**src/rtl/core/cpbw_pkg.sv**
```systemverilog
// Package for the clipped pixel blit writer: field widths, register indexes,
// depth and access-size codes, and the shared word and settings types.
// Depends on nothing; every other file imports it.
package cpbw_pkg;

  localparam int unsigned COLOR_W  = 32;
  localparam int unsigned BMP_W    = 8;
  localparam int unsigned ORG_W    = 13;
  localparam int unsigned POS_W    = ORG_W + 1;
  localparam int unsigned DIM_W    = 12;
  localparam int unsigned BPP_W    = 6;
  localparam int unsigned STRIDE_W = 14;
  localparam int unsigned ADDR_W   = 32;
  localparam int unsigned DATA_W   = 32;
  localparam int unsigned SIZE_W   = 2;
  localparam int unsigned CFG_W    = 32;
  localparam int unsigned IDX_W    = 3;
  localparam int unsigned PROD_W   = DIM_W + STRIDE_W;
  localparam int unsigned COFF_W   = DIM_W + 2;

  localparam int unsigned IN_DATA_W  = 80;
  localparam int unsigned OUT_DATA_W = 72;
  localparam int unsigned OUT_USER_W = 2;

  localparam logic [IDX_W-1:0] REG_WIDTH  = 3'd0;
  localparam logic [IDX_W-1:0] REG_HEIGHT = 3'd1;
  localparam logic [IDX_W-1:0] REG_BPP    = 3'd2;
  localparam logic [IDX_W-1:0] REG_STRIDE = 3'd3;
  localparam logic [IDX_W-1:0] REG_BASE   = 3'd4;

  localparam logic [BPP_W-1:0] BPP_8  = 6'd8;
  localparam logic [BPP_W-1:0] BPP_16 = 6'd16;
  localparam logic [BPP_W-1:0] BPP_32 = 6'd32;

  localparam logic [SIZE_W-1:0] SIZE_BYTE = 2'd0;
  localparam logic [SIZE_W-1:0] SIZE_HALF = 2'd1;
  localparam logic [SIZE_W-1:0] SIZE_WORD = 2'd2;

  localparam logic [DIM_W-1:0]    RST_WIDTH  = 12'd800;
  localparam logic [DIM_W-1:0]    RST_HEIGHT = 12'd480;
  localparam logic [BPP_W-1:0]    RST_BPP    = BPP_16;
  localparam logic [STRIDE_W-1:0] RST_STRIDE = 14'd1600;
  localparam logic [ADDR_W-1:0]   RST_BASE   = 32'd0;

  typedef struct packed {
    logic [DIM_W-1:0]    width;
    logic [DIM_W-1:0]    height;
    logic [BPP_W-1:0]    bpp;
    logic [STRIDE_W-1:0] stride;
    logic [ADDR_W-1:0]   base;
  } cfg_t;

  typedef struct packed {
    logic signed [ORG_W-1:0] origin_y;
    logic signed [ORG_W-1:0] origin_x;
    logic [BMP_W-1:0]        bitmap_row;
    logic [BMP_W-1:0]        bitmap_col;
    logic [COLOR_W-1:0]      pixel_color;
  } pix_t;

  typedef struct packed {
    logic              format_error;
    logic              write_enable;
    logic [SIZE_W-1:0] write_size;
    logic [DATA_W-1:0] write_data;
    logic [ADDR_W-1:0] write_address;
  } res_t;

  function automatic logic [15:0] rgb565(input logic [COLOR_W-1:0] c);
    rgb565 = {c[23:19], c[15:10], c[7:3]};
  endfunction

endpackage

```
**src/rtl/core/cpbw_cfg_regs.sv**
```systemverilog
// Settings register file for the blit writer: five write-only registers.
// Depends on cpbw_pkg.
module cpbw_cfg_regs
  import cpbw_pkg::*;
(
  input  logic             clk,
  input  logic             rst_n,
  input  logic             cfg_we,
  input  logic [IDX_W-1:0] cfg_index,
  input  logic [CFG_W-1:0] cfg_wdata,
  output cfg_t             cfg
);

  cfg_t cfg_r;
  cfg_t cfg_nxt;

  always_comb begin
    cfg_nxt = cfg_r;
    if (cfg_we) begin
      case (cfg_index)
        REG_WIDTH:  cfg_nxt.width  = cfg_wdata[DIM_W-1:0];
        REG_HEIGHT: cfg_nxt.height = cfg_wdata[DIM_W-1:0];
        REG_BPP:    cfg_nxt.bpp    = cfg_wdata[BPP_W-1:0];
        REG_STRIDE: cfg_nxt.stride = cfg_wdata[STRIDE_W-1:0];
        REG_BASE:   cfg_nxt.base   = cfg_wdata[ADDR_W-1:0];
        default:    cfg_nxt = cfg_r;
      endcase
    end
  end

  always_ff @(posedge clk) begin
    if (!rst_n) begin
      cfg_r.width  <= RST_WIDTH;
      cfg_r.height <= RST_HEIGHT;
      cfg_r.bpp    <= RST_BPP;
      cfg_r.stride <= RST_STRIDE;
      cfg_r.base   <= RST_BASE;
    end else begin
      cfg_r <= cfg_nxt;
    end
  end

  assign cfg = cfg_r;

endmodule

```
**src/rtl/core/cpbw_pixel_calc.sv**
```systemverilog
// Per-pixel datapath: screen position, clipping, depth decode, store data
// and byte address. Depends on cpbw_pkg.
module cpbw_pixel_calc
  import cpbw_pkg::*;
(
  input  pix_t pix,
  input  cfg_t cfg,
  output res_t res
);

  logic signed [POS_W-1:0] sx;
  logic signed [POS_W-1:0] sy;
  logic                    on_screen;
  logic                    depth_ok;
  logic [1:0]              shift;
  logic [SIZE_W-1:0]       size;
  logic [DATA_W-1:0]       data;
  logic [PROD_W-1:0]       row_off;
  logic [COFF_W-1:0]       col_off;

  assign sx = POS_W'(pix.origin_x) + $signed({{(POS_W-BMP_W){1'b0}}, pix.bitmap_col});
  assign sy = POS_W'(pix.origin_y) + $signed({{(POS_W-BMP_W){1'b0}}, pix.bitmap_row});

  assign on_screen = !sx[POS_W-1] && !sy[POS_W-1]
                   && (sx[POS_W-2:0] < {1'b0, cfg.width})
                   && (sy[POS_W-2:0] < {1'b0, cfg.height});

  always_comb begin
    depth_ok = 1'b1;
    shift    = 2'd0;
    size     = SIZE_BYTE;
    data     = '0;
    case (cfg.bpp)
      BPP_8: begin
        data = {24'd0, pix.pixel_color[7:0]};
      end
      BPP_16: begin
        shift = 2'd1;
        size  = SIZE_HALF;
        data  = {16'd0, rgb565(pix.pixel_color)};
      end
      BPP_32: begin
        shift = 2'd2;
        size  = SIZE_WORD;
        data  = pix.pixel_color;
      end
      default: depth_ok = 1'b0;
    endcase
  end

  assign row_off = PROD_W'(sy[DIM_W-1:0]) * PROD_W'(cfg.stride);
  assign col_off = {2'd0, sx[DIM_W-1:0]} << shift;

  always_comb begin
    res = '0;
    if (on_screen) begin
      if (depth_ok) begin
        res.write_enable  = 1'b1;
        res.write_size    = size;
        res.write_data    = data;
        res.write_address = cfg.base + ADDR_W'(row_off) + ADDR_W'(col_off);
      end else begin
        res.format_error = 1'b1;
      end
    end
  end

endmodule

```
**src/rtl/core/clipped_pixel_blit_writer_top.sv**
```systemverilog
// Top level of the clipped pixel blit writer: input word register, pixel
// datapath, result register. Depends on cpbw_pkg, cpbw_cfg_regs, cpbw_pixel_calc.
//
//   channel  dir  handshake          payload
//   in_      in   in_tvalid/tready   tdata: color, col, row, origin_x, origin_y
//   out_     out  out_tvalid/tready  tdata: address, data, size; tuser: we, err
//   cfg_     in   cfg_we             cfg_index, cfg_wdata
//
// One word per cycle unless out_ stalls; an accepted word passes through the
// input word register and the result register to out_. Synchronous active-low
// reset clears both valid flags and resets the settings. A stall on out_ holds
// the result register; in_tready drops only when both stages are full.
module clipped_pixel_blit_writer_top
  import cpbw_pkg::*;
(
  input  logic                  clk,
  input  logic                  rst_n,
  input  logic                  in_tvalid,
  output logic                  in_tready,
  // pixel_color[31:0], bitmap_col[39:32], bitmap_row[47:40],
  // origin_x[60:48], origin_y[73:61], zero fill
  input  logic [IN_DATA_W-1:0]  in_tdata,
  output logic                  out_tvalid,
  input  logic                  out_tready,
  // write_address[31:0], write_data[63:32], write_size[65:64], zero fill
  output logic [OUT_DATA_W-1:0] out_tdata,
  // write_enable[0], format_error[1]
  output logic [OUT_USER_W-1:0] out_tuser,
  input  logic                  cfg_we,
  input  logic [IDX_W-1:0]      cfg_index,
  input  logic [CFG_W-1:0]      cfg_wdata
);

  cfg_t cfg;
  pix_t in_pix;
  pix_t pix_r;
  res_t res;
  res_t res_r;
  logic pix_vld_r;
  logic pix_vld_nxt;
  logic res_vld_r;
  logic res_vld_nxt;
  logic res_ready;
  logic pix_ready;

  cpbw_cfg_regs u_cfg (
    .clk       (clk),
    .rst_n     (rst_n),
    .cfg_we    (cfg_we),
    .cfg_index (cfg_index),
    .cfg_wdata (cfg_wdata),
    .cfg       (cfg)
  );

  assign in_pix = in_tdata[$bits(pix_t)-1:0];

  assign res_ready = !res_vld_r || out_tready;
  assign pix_ready = !pix_vld_r || res_ready;
  assign in_tready = pix_ready;

  assign pix_vld_nxt = pix_ready ? in_tvalid : pix_vld_r;
  assign res_vld_nxt = res_ready ? pix_vld_r : res_vld_r;

  always_ff @(posedge clk) begin
    if (!rst_n) begin
      pix_vld_r <= 1'b0;
      res_vld_r <= 1'b0;
    end else begin
      pix_vld_r <= pix_vld_nxt;
      res_vld_r <= res_vld_nxt;
    end
  end

  always_ff @(posedge clk) begin
    if (in_tvalid && pix_ready) begin
      pix_r <= in_pix;
    end
    if (pix_vld_r && res_ready) begin
      res_r <= res;
    end
  end

  cpbw_pixel_calc u_calc (
    .pix (pix_r),
    .cfg (cfg),
    .res (res)
  );

  assign out_tvalid = res_vld_r;
  assign out_tdata  = {6'd0, res_r.write_size, res_r.write_data, res_r.write_address};
  assign out_tuser  = {res_r.format_error, res_r.write_enable};

endmodule

```
**config.mk**
```make
export PLATFORM = sky130hd
export DESIGN_NAME = clipped_pixel_blit_writer_top
export DESIGN_NICKNAME = d
export VERILOG_FILES = /design/src/rtl/core/cpbw_pkg.sv /design/src/rtl/core/cpbw_cfg_regs.sv /design/src/rtl/core/cpbw_pixel_calc.sv /design/src/rtl/core/clipped_pixel_blit_writer_top.sv
export SDC_FILE = /design/constraint.sdc
export NUM_CORES = 1
export LEC_CHECK = 0
export BUFFER_PORTS_ARGS = -buffer_cell sky130_fd_sc_hd__buf_2
export CAP_MARGIN = 0
export CORE_UTILIZATION = 50
export CTS_BUF_LIST = sky130_fd_sc_hd__clkbuf_8
export DETAILED_ROUTE_END_ITERATION = 8
export PLACE_DENSITY_LB_ADDON = 0.3
export SLEW_MARGIN = 20
export SYNTH_ARGS = -nofsm -noshare
export SYNTH_HDL_FRONTEND = slang
export SYNTH_HIERARCHICAL = 1
export SYNTH_SLANG_ARGS = --single-unit
```
**constraint.sdc**
```tcl
create_clock -name clk -period 22.4 [get_ports clk]
set_clock_uncertainty 0.1 [all_clocks]
set_input_delay 2.24 -clock clk [delete_from_list [all_inputs] [get_ports clk]]
set_output_delay 2.24 -clock clk [all_outputs]
set_load 0.02 [all_outputs]
```
-- Yosys cells after proc, flatten, opt, wreduce, memory -nomap -nowiden
Cells that the tools add are included.
- div/mod/pow operators: 0
- reductions and logical operators: 19
- multipliers: 1
- order comparisons: 2
- bitwise gates (word level): 0
- equality and inequality tests: 7
- multiplexer cells: 5
- shift-type cells: 1
- add/subtract/negate cells: 4
- operators by type and width (operator ; number):
    $pmux 32 s3 ; 1
    $mux 67 ; 1
    $add 32x14->32 ; 1
    $add 32x26->32 ; 1
    $add 13x9->14 ; 2
    $lt 13x12->1 ; 2
    $mul 12x14->26 ; 1
    $shl 12x2->14 ; 1
    $reduce_and 2->1 ; 6
    $eq 3x2->1 const B ; 2
    $eq 6x4->1 const B ; 1
    $eq 6x5->1 const B ; 1
    $eq 6x6->1 const B ; 1
    $logic_and 1x1->1 ; 5
    $logic_not 1->1 ; 4
    $pmux 2 s2 ; 1
    $eq 3x1->1 const B ; 1
    $eq 3x3->1 const B ; 1
    $logic_not 3->1 ; 1
    $reduce_or 3->1 ; 1
    $logic_or 1x1->1 ; 2
    $mux 1 ; 2
- bits in writable memories: 0
- memories: 0
- memory bits (read-only): 0
- bits in registers: 220
- latch bits: 0

-- Longest topological paths before layout
Gate-level depths: netlist of run 1.
- depth after elaboration: 6
- mapped depth: 32
- mapped depth without buffers: 30

-- Cells and area by module
Netlist of run 1, hierarchy kept.
- modules (own cells, without submodules) (module ; area each (µm²) ; cells an instance ; instances):
    cpbw_pixel_calc ; 9036.2 ; 1120 ; 1
    clipped_pixel_blit_writer_top ; 4416.7 ; 158 ; 1
    cpbw_cfg_regs ; 2932.8 ; 296 ; 1

-- Worst setup path before layout of run 1
No wires, ideal clock.
- kind: reg2reg
- from: reg pix_r[40] (netlist name)
- to: reg res_r, in the netlist out_tdata[24] (data pin)
- path slack: 14.680 ns
- buffers on the path: 1
- arrival time: 7.363 ns
- stages on the path, launching flop included: 28
- library setup time: 0.257 ns
- path through: edfxtp_1 ha_1 fa_1 a211oi_1 o21ai_1 a31oi_1 xnor2_1 clkbuf_1 nand2_1 fa_1 fa_1 inv_1 fa_1 fa_1 fa_1 inv_1 fa_1 inv_1 ha_1 nand2_1 o21ai_0 o21a_1 a211o_1 a2111oi_0 o21bai_1 a21boi_0 xor2_1 nor2_1
- cells in the longest elaborated chain, start to end: 6
- RTL lines (what ; line ; text):
    from (decl) ; clipped_pixel_blit_writer_top.sv:36 ; pix_t pix_r;
    from (signal assigned) ; clipped_pixel_blit_writer_top.sv:76 ; pix_r <= in_pix;
    $add 13x9->14 * ; cpbw_pixel_calc.sv:22 ; assign sy = POS_W'(pix.origin_y) + $signed({{(POS_W-BMP_W){1'b0}}, pix.bitmap_row});
    branches (longest 5 deep; another with $add 32x26->32) ; -- ;
    to (signal assigned) ; clipped_pixel_blit_writer_top.sv:79 ; res_r <= res;
    to (decl) ; clipped_pixel_blit_writer_top.sv:38 ; res_t res_r;
Every way passes the cells marked *.
A chain may end at the register's enable or synchronous reset.

-- Final worst setup path of run 1
Same ends and word-level chain as after synthesis.

==> results of run 1 <==
where the power goes:
group	internal [uW]	switching, uW	leakage, uW
registers	450	8.43	0.00203
logic	335	466	0.00624
clock network	231	171	0.000464
total	1020	645	0.00874
state kept, by name (all words and copies together) (netlist names):
name / flops
u_cfg/cfg: 76
pix_r: 74
out_tdata: 66
out_tuser: 2
out_tvalid: 1
pix_vld_r: 1
stage by stage:
| stage | utilization | hold slack (ns) | area (um2) |
|---|---|---|---|
| after floorplan | - | 0.333 | 16400 |
| after global placement | 0.555 | 0.342 | 17700 |
| after detailed placement | 0.555 | 0.352 | 17700 |
| after CTS | 0.582 | 0.359 | 18500 |
| after global routing | 0.583 | 0.374 | 18600 |
| final | 0.583 | 0.357 | 18600 |
worst paths after layout:
| kind | from | slack, ns | to |
|---|---|---|---|
| max reg2reg | pix_r[40]$_DFFE_PP_ | 14.15 | out_tdata[24]$_DFFE_PP_ |
| min reg2reg | u_cfg/cfg[25]$_SDFFE_PN0P_ | 0.36 | u_cfg/cfg[25]$_SDFFE_PN0P_ |
| min | u_cfg/cfg[25]$_SDFFE_PN0P_ | 0.36 | u_cfg/cfg[25]$_SDFFE_PN0P_ |
| max | pix_r[40]$_DFFE_PP_ | 14.15 | out_tdata[24]$_DFFE_PP_ |
cell families after synthesis:
| group | after synthesis | synth area share |
|---|---|---|
| AND/OR/NAND/NOR | 466 | 0.134 |
| buffers and inverters | 301 | 0.0730 |
| AO/OA/AOI/OAI | 174 | 0.0721 |
| multiplexers | 85 | 0.0522 |
| adder cells (fa/ha/maj) | 286 | 0.291 |
| other | 1 | 0.000229 |
| flip-flops | 220 | 0.356 |
| XOR/XNOR | 41 | 0.0219 |
metal layers:
layer,share of wire,wire length [um],GRT usage
met5,0,0,0
met1,0.46,15600,0.282
met3,0.056,1920,0.0320
met2,0.46,15700,0.357
met4,0.020,671,0.0600
synth_stat cells, drive strengths merged, types with 34 or more instances:
| cell type | instances | area (um2) |
|---|---|---|
| inv | 228 | 856 |
| dfxtp | 78 | 1560 |
| nor2 | 68 | 255 |
| ha | 128 | 1600 |
| nand2 | 237 | 890 |
| edfxtp | 142 | 4260 |
| nor2b | 34 | 220 |
| fa | 158 | 3160 |
| and2 | 70 | 438 |
| a21oi | 45 | 225 |
| clkbuf | 53 | 199 |
| mux2i | 81 | 811 |
worst min-delay path: stages, from the launching register on:
cell and delay [ns]:
dfxtp_1 0.30, nand2_1 0.05, mux2i_1 0.05
layout make-up:
| cell class | instances | area share |
|---|---|---|
| clock inverters | 31 | 0.0153 |
| well taps | 435 | 0.0293 |
| inverters | 228 | 0.0461 |
| clock buffers | 41 | 0.0304 |
| multi-input cells | 1058 | 0.508 |
| repair buffers | 200 | 0.0574 |
| flip-flops and latches | 220 | 0.314 |
==> flow_metrics.py, run 1 <==
metrics = {
    "timing": {
        "worst_slew_pin_slew_ns": 0.996,
        "tns_ns": 0,
        "relSlewSlack": 0.335,
        "setup_viol": 0,
        "rsz0062_at_grt": "false",
        "max_freq_mhz": 121,
        "fin_crit_ns": 8.25,
        "finalWorstSetupSlack_ns": 14.15,
        "hold_violations": 0,
        "drv_slew": 0,
        "finalCritPeriodShare": 0.368,
    },
    "grt": {
        "grt_antenna_before_repair": 0,
        "grt_max_degree": 118,
        "grt-ovfl-total": 0,
        "grt_pass1_vias": 11500,
        "grt_usage": 0.211,
        "grt_pass1_wl_um": 56600,
    },
    "cells_and_area": {
        "seqCellArea_um2": 5830,
        "layout_commonest_cell": "nand2_1",
        "diodes": 0,
        "fin_nets": 2154,
        "layout-drive-gt1-share": 0.157,
        "nFillCells": 2725,
        "multiInputGateArea_um2": 9430,
        "synthToLayoutAreaGrowth_pct": 13.3,
        "finalNonFillerCells": 2213,
        "layout_common_cells": "nand2_1, inv_1, buf_2",
    },
    "detailed_routing": {
        "dr.first_iter.drc_count": 597,
        "vias": 11200,
        "wl_per_cell_um": 15.3,
        "firstDrtPassIters": 5,
        "finalWirelength_um": 33900,
        "detail-route-antenna-nets": 0,
        "vias_per_cell": 5.07,
        "drcViolationCount": 0,
    },
    "critical_path": {
        "crit_path_max_fanout": 15,
        "start_kind": "register",
        "ff2ff_path_depth": 27,
        "critPathRequiredTime_ns": 22.56,
        "max_stage_delay_ns": 0.56,
        "path_class": "reg2reg",
        "path_depth": 27,
        "crit_path_end_kind": "register",
        "cpMostUsedCell": "fa_1",
        "cp.arrival_ns": 8.42,
        "worst-path-buf-inv": 4,
        "cp_slowest_cell": "fa_1",
        "critPathTopFamily": "adder cells",
    },
    "power_and_ir_drop": {
        "p_total_uw": 1660,
        "power_density_nw_per_um2": 89.4,
        "peakVddDrop_uv": 59.3,
        "leakagePower_uw": 0.00874,
    },
    "die": {
        "initial_core_util": 0.514,
        "dieArea_um2": 33500,
        "design.portCount": 196,
        "die_w_um": 183,
        "rows": 65,
        "core_um2": 31900,
        "die_y_um": 183,
    },
    "clock_network": {
        "clkLatencyLatePin_ns": 0.56,
        "cts_setup_buffers": 0,
        "path_clk_slew_ns": 0.06,
        "cts_root_buf": "clkbuf_8",
        "cts_repair_resize_count": 0,
        "clock_path_buffers": 3,
        "cts_hold_buf": 0,
        "cts_max_level": 2,
        "clock_sinks": 220,
        "cts_tree": "yes",
        "numCtsBuffers": 40,
    },
    "logic_synthesis": {
        "synth_edf_count": 142,
        "yosysWarnings": 6,
        "ys_types": 65,
        "synthArstFlopShare": 0,
        "ys_ff_latch": 220,
        "synthesis.area_um2": 16400,
        "syn_avg_cell_area_um2": 10.4,
        "ys_seq_area_frac": 0.356,
        "synth_ff_type": "edfxtp_1",
        "syn_inst": 1574,
    },
    "min_path": {
        "hold_path_class": "reg2reg",
        "holdPathStages": 2,
    },
    "run_status": {
        "status": "complete, no violations",
    },
    "placed_design": {
        "post-dp-hpwl_um": 25700,
        "pre_cts_slack_ns": 14.21,
        "place_inst": 2140,
        "gp_congestion": 0.845,
        "io_buffers": 183,
    },
    "run": {
        "max-cap-violations": 0,
    },
}
Power figures use the tool's default switching activity.
==> run 2, diff against run 1 <==
==> constraint.sdc (replaced) <==
create_clock -name clk -period 7.3 [get_ports clk]
set_clock_uncertainty 0.1 [all_clocks]
set_input_delay 0.73 -clock clk [delete_from_list [all_inputs] [get_ports clk]]
set_output_delay 0.73 -clock clk [all_outputs]
set_load 0.02 [all_outputs]
==> run 2 against run 1 <==
  * The run now ends with setup timing left
  * Highest routed layer unchanged
  * Global-route usage is 0.54 points higher
  * Flip-flop and latch count unchanged
  * Critical endpoint is now out_tdata[29]$_DFFE_PP_
  * Clock power rose to 2.7 times the previous value
  * Power rose to 3.7 times the previous value
  * First-iteration DRC count is 14% higher
  * Critical path depth is 3 higher
  * Non-clock buffer count increased by 79
  * Fmax is 12% higher
  * Utilization is 3.2 points higher
  * Sequential share of layout area shrank 1.7 points
==> flow_metrics.py, run 2 (synthesis results as in run 1) <==
metrics = {
    "detailed_routing": {
        "vias_per_cell": 5.15,
        "dr.first_iter.drc_count": 683,
        "drcViolationCount": 0,
        "firstDrtPassIters": 5,
        "detail-route-antenna-nets": 0,
        "vias": 11800,
        "wl_per_cell_um": 15.7,
        "finalWirelength_um": 36100,
    },
    "placed_design": {
        "io_buffers": 183,
        "post-dp-hpwl_um": 27100,
        "place_inst": 2192,
        "gp_congestion": 0.834,
    },
    "critical_path": {
        "cpMostUsedCell": "fa_1",
        "ff2ff_path_depth": 30,
        "cp_slowest_cell": "fa_1",
        "start_kind": "register",
        "reg2reg_slack_ns": -0.10,
        "timing.rr.start": "pix_r[41]$_DFFE_PP_",
        "crit_path_end_kind": "register",
        "r2r_end": "out_tdata[29]$_DFFE_PP_",
        "path_class": "reg2reg",
        "max_stage_delay_ns": 0.54,
        "crit_path_max_fanout": 6,
        "cp.arrival_ns": 7.56,
        "critPathRequiredTime_ns": 7.46,
    },
    "grt": {
        "grt-ovfl-total": 0,
        "grt_pass1_wl_um": 58200,
        "grt_antenna_before_repair": 0,
        "grt_pass1_vias": 12100,
        "grt_max_degree": 75,
        "grt_usage": 0.217,
    },
    "power_and_ir_drop": {
        "leakagePower_uw": 0.00923,
        "combPwrFrac": 0.599,
        "p_switching_uw": 2460,
        "peakVddDrop_uv": 471,
        "p_total_uw": 6170,
        "intPower_uw": 3710,
        "seq_power_share": 0.228,
        "swShare": 0.399,
        "power.share.clock": 0.173,
        "power_density_nw_per_um2": 315,
    },
    "cells_and_area": {
        "utilization": 0.615,
        "layout-drive-gt1-share": 0.228,
        "diodes": 0,
        "largest_reg_flops": 76,
        "fin_nets": 2232,
        "layout_common_cells": "inv_1, nand2_1, buf_2",
        "synthToLayoutAreaGrowth_pct": 19.7,
        "layout_commonest_cell": "inv_1",
        "finalNonFillerCells": 2291,
    },
    "timing": {
        "hold_violations": 0,
        "setup_viol": 9,
        "max_freq_mhz": 135,
        "finalWorstSetupSlack_ns": -0.101,
        "rsz0062_at_grt": "true",
        "drv_slew": 0,
        "finalCritPeriodShare": 1.01,
        "fin_crit_ns": 7.40,
        "worst_slew_pin_slew_ns": 0.949,
        "relSlewSlack": 0.367,
    },
    "die": {
        "initial_core_util": 0.514,
        "rows": 65,
        "design.portCount": 196,
        "die_w_um": 183,
        "core_um2": 31900,
        "die_y_um": 183,
        "dieArea_um2": 33500,
    },
    "clock_network": {
        "cts_tree": "yes",
        "numCtsBuffers": 39,
        "path_clk_slew_ns": 0.06,
        "clock_path_buffers": 3,
        "cts_root_buf": "clkbuf_8",
        "cts_hold_buf": 0,
        "clkLatencyLatePin_ns": 0.55,
        "clock_sinks": 220,
        "cts_max_level": 2,
    },
    "min_path": {
        "hold_end": "pix_r[60]$_DFFE_PP_",
        "hold_path_class": "in2reg",
        "hold_start": "in_tdata[60]",
        "holdPathStages": 1,
    },
    "run": {
        "max-cap-violations": 0,
    },
    "run_status": {
        "failed_checks": "setup timing",
        "status": "finished, violations left",
    },
}
==> run 2: changes by cell type in the layout (fill, tap and decap cells not counted), moves of 9 or more <==
cell | previous run | this run
buf_6 | 0 | 15
buf_4 | 17 | 79
a21oi_1 | 44 | 33
inv_1 | 234 | 243
ha_1 | 128 | 118
clkinv_2 | 12 | 1
==> run 2: worst max-delay path: cells and delay by family, from the launching register on <==
family / cells / cell delay (ns)
fa+ha+maj: 8 / 3.76
compound gates: 8 / 1.10
buf+inv: 8 / 0.91
simple gates: 4 / 0.56
flops: 1 / 0.39
xor+xnor: 2 / 0.31
==> run 2: final cells by class <==
class | count | area (um2)
sequential | 220 | 5830
clock buffer | 41 | 564
multi-input combinational | 1058 | 9930
inverter | 228 | 856
clock inverter | 30 | 166
timing repair buffer | 279 | 1720
fill | 2616 | 12300
tap | 435 | 544
==> run 2: power by group through the flow <==
stage	combinational (uW)	sequential, uW	clock, uW
global placement	2790	1430	0
floorplan	1960	1440	0
CTS	3180	1410	1100
detailed placement	2830	1430	0
global route	4060	1410	1150
finish	3690	1410	1070
==> run 2: stage by stage <==
| step | hold slack (ns) | setup TNS [ns] | setup slack [ns] | cell area [um2] |
|---|---|---|---|---|
| final | 0.255 | -0.531 | -0.101 | 19600 |
| after global placement | 0.343 | -0.954 | -0.171 | 18200 |
| after CTS | 0.223 | -0.341 | -0.103 | 19200 |
| after global routing | 0.226 | -4.30 | -0.355 | 19600 |
| after floorplan | 0.333 | -0.00195 | -0.00195 | 16500 |
| after detailed placement | 0.348 | -2.76 | -0.315 | 18200 |
==> run 2: per-layer routing <==
layer | wire length [um] | track usage
met4 | 1020 | 0.0697
met2 | 17300 | 0.378
met3 | 2040 | 0.0316
met5 | 0 | 0
met1 | 15700 | 0.277
==> run 2: what timing repair did <==
item	in CTS	in global routing
resized for setup	46	65
setup buffers	16	13
pin swaps	60	37
gates cloned	0	0
setup endpoints to repair	15	16
endpoints found under the hold margin	0	0
==> run 2: how the worst max path moves through the flow <==
stage	start	endpoint	cells past startpoint
3_3_place_gp	pix_r[40]$_DFFE_PP_	out_tdata[30]$_DFFE_PP_	27
6_report	pix_r[41]$_DFFE_PP_	out_tdata[29]$_DFFE_PP_	30
5_1_grt	pix_r[61]$_DFFE_PP_	out_tdata[22]$_DFFE_PP_	27
4_1_cts	pix_r[61]$_DFFE_PP_	out_tdata[22]$_DFFE_PP_	26
2_1_floorplan	pix_r[40]$_DFFE_PP_	out_tdata[31]$_DFFE_PP_	28
3_5_place_dp	pix_r[41]$_DFFE_PP_	out_tdata[31]$_DFFE_PP_	29
==> run 3, diff against run 2 <==
--- a/config.mk
+++ b/config.mk
@@ -8,7 +8,6 @@
 export BUFFER_PORTS_ARGS = -buffer_cell sky130_fd_sc_hd__buf_2
 export CAP_MARGIN = 0
 export CORE_UTILIZATION = 50
-export CTS_BUF_LIST = sky130_fd_sc_hd__clkbuf_8
 export DETAILED_ROUTE_END_ITERATION = 8
 export PLACE_DENSITY_LB_ADDON = 0.3
 export SLEW_MARGIN = 20
==> run 3 against run 2 <==
  * Highest routed layer unchanged
  * Design area up 0.91%
  * The flow still finishes with violations (setup timing)
  * Routed wire length hardly changed
  * Cell count is 1.3% lower
  * Hold slack improved by 0.0015 ns
  * Sequential share of layout area decreased by 0.27 points
  * Largest cell class unchanged
  * Critical endpoint is now out_tdata[22]$_DFFE_PP_
==> flow_metrics.py, run 3 (synthesis results as in run 1) <==
metrics = {
    "run_status": {
        "status": "finished, violations left",
        "failed_checks": "setup timing",
    },
    "critical_path": {
        "cp_slowest_cell": "fa_1",
        "ff2ff_path_depth": 29,
        "cp.arrival_ns": 7.55,
        "crit_path_end_kind": "register",
        "cpMostUsedCell": "fa_1",
        "r2r_end": "out_tdata[22]$_DFFE_PP_",
        "critPathRequiredTime_ns": 7.47,
        "start_kind": "register",
        "timing.rr.start": "pix_r[41]$_DFFE_PP_",
        "cp-startpoint": "pix_r[41]$_DFFE_PP_",
        "path_class": "reg2reg",
        "crit_path_max_fanout": 4,
        "max_stage_delay_ns": 0.55,
        "reg2reg_slack_ns": -0.08,
        "critPathCapture": "out_tdata[22]$_DFFE_PP_",
    },
    "die": {
        "rows": 65,
        "dieArea_um2": 33500,
        "initial_core_util": 0.514,
        "core_um2": 31900,
        "die_y_um": 183,
        "die_w_um": 183,
        "design.portCount": 196,
    },
    "cells_and_area": {
        "diodes": 0,
        "fin_nets": 2213,
        "synthToLayoutAreaGrowth_pct": 20.7,
        "layout-drive-gt1-share": 0.232,
        "largest_reg_flops": 76,
        "layout_commonest_cell": "nand2_1",
        "finalNonFillerCells": 2261,
        "layout_common_cells": "nand2_1, inv_1, buf_2",
    },
    "run": {
        "max-cap-violations": 0,
    },
    "timing": {
        "tns_ns": -0.382,
        "fin_crit_ns": 7.38,
        "finalWorstSetupSlack_ns": -0.0795,
        "drv_slew": 0,
        "max_freq_mhz": 136,
        "setup_viol": 9,
        "relSlewSlack": 0.365,
        "whs_ns": 0.257,
        "worst_slew_pin_slew_ns": 0.951,
        "rsz0062_at_grt": "true",
        "hold_violations": 0,
        "finalCritPeriodShare": 1.01,
    },
    "detailed_routing": {
        "drcViolationCount": 0,
        "detail-route-antenna-nets": 0,
        "wl_per_cell_um": 16.0,
        "firstDrtPassIters": 5,
        "dr.first_iter.drc_count": 647,
        "vias_per_cell": 5.18,
        "finalWirelength_um": 36100,
        "vias": 11700,
    },
    "clock_network": {
        "cts_tree": "yes",
        "cts_max_level": 1,
        "clock_sinks": 220,
        "clkLatencyLatePin_ns": 0.55,
        "numCtsBuffers": 25,
        "cts_root_buf": "clkbuf_16",
        "path_clk_slew_ns": 0.07,
        "clock_path_buffers": 3,
        "cts_hold_buf": 0,
    },
    "placed_design": {
        "gp_congestion": 0.834,
        "io_buffers": 183,
        "post-dp-hpwl_um": 27100,
        "place_inst": 2192,
    },
    "power_and_ir_drop": {
        "power_density_nw_per_um2": 328,
        "leakagePower_uw": 0.00916,
        "peakVddDrop_uv": 400,
    },
    "grt": {
        "top_usage_layer": "met2",
        "grt_pass1_wl_um": 58500,
        "grt_use_met2": 0.382,
        "grt-ovfl-total": 0,
        "grt_usage": 0.217,
        "grt_pass1_vias": 12000,
        "use_met3": 0.0320,
        "met1_usage": 0.277,
        "grt_antenna_before_repair": 0,
        "grt_max_degree": 75,
    },
    "min_path": {
        "hold_path_class": "in2reg",
    },
}
-- run 3: cell count changes in the layout (fill, tap and decap cells not counted), moves of 3 or more --
| cell | previous run | this run |
|---|---|---|
| buf_4 | 79 | 75 |
| ha_1 | 118 | 110 |
| clkbuf_16 | 0 | 25 |
| clkbuf_8 | 41 | 0 |
| ha_4 | 6 | 16 |
| a21oi_2 | 7 | 10 |
| clkbuf_1 | 0 | 5 |
| inv_1 | 243 | 220 |
-- run 3: area by class of cell --
| class | count | area, um2 |
|---|---|---|
| Fill cell | 2549 | 12100 |
| Tap cell | 435 | 544 |
| Multi-Input combinational cell | 1058 | 10100 |
| Inverter | 228 | 856 |
| Timing Repair Buffer | 274 | 1680 |
| Clock buffer | 30 | 644 |
| Sequential cell | 220 | 5830 |
| Clock inverter | 16 | 155 |
-- run 3: how the worst min path moves through the flow --
stage	from	end	slack, ns	cells after the start
after CTS	in_tdata[60]	pix_r[60]$_DFFE_PP_	0.24	1
after global routing	in_tdata[60]	pix_r[60]$_DFFE_PP_	0.24	1
after floorplan	u_cfg/cfg[48]$_SDFFE_PN0P_	u_cfg/cfg[48]$_SDFFE_PN0P_	0.33	2
final	in_tdata[60]	pix_r[60]$_DFFE_PP_	0.26	1
after detailed placement	u_cfg/cfg[24]$_SDFFE_PN0P_	u_cfg/cfg[24]$_SDFFE_PN0P_	0.35	2
after global placement	u_cfg/cfg[48]$_SDFFE_PN0P_	u_cfg/cfg[48]$_SDFFE_PN0P_	0.34	2
-- run 3: worst max-delay path: cells and delay by family, from the launching register on --
family,cells,cell delay [ns]
AOI/OAI and AO/OA,7,1.58
buffers and inverters,7,0.69
xor gates and xnor gates,2,0.30
adders and majority gates,8,3.63
and+or+nand+nor,5,0.41
DFF,1,0.39
-- run 3: what timing repair did --
item                       CTS  global route
setup endpoints to repair   15            16
buffers inserted            21             5
resized for setup           60            67
pin swaps                   59            51
-- run 3: layer usage --
metal / vias up / part of all wire
li1: 5596 / -
met1: 5720 / 0.43
met2: 327 / 0.49
met3: 65 / 0.055
met4: 0 / 0.024
met5: - / 0
-- run 3: power breakdown --
group	switching (uW)	internal, uW
combinational	1980	1880
clock	511	706
sequential	26.6	1380
-- run 3: per-stage QoR --
step / setup WS, ns / utilization / total power (uW) / cell area [um2]
final: -0.0795 / 0.621 / 6480 / 19800
after global routing: -0.353 / 0.621 / 6940 / 19800
after CTS: -0.155 / 0.607 / 5910 / 19400
after detailed placement: -0.315 / 0.570 / 4270 / 18200
after global placement: -0.171 / 0.570 / 4220 / 18200
after floorplan: -0.00195 / - / 3410 / 16500
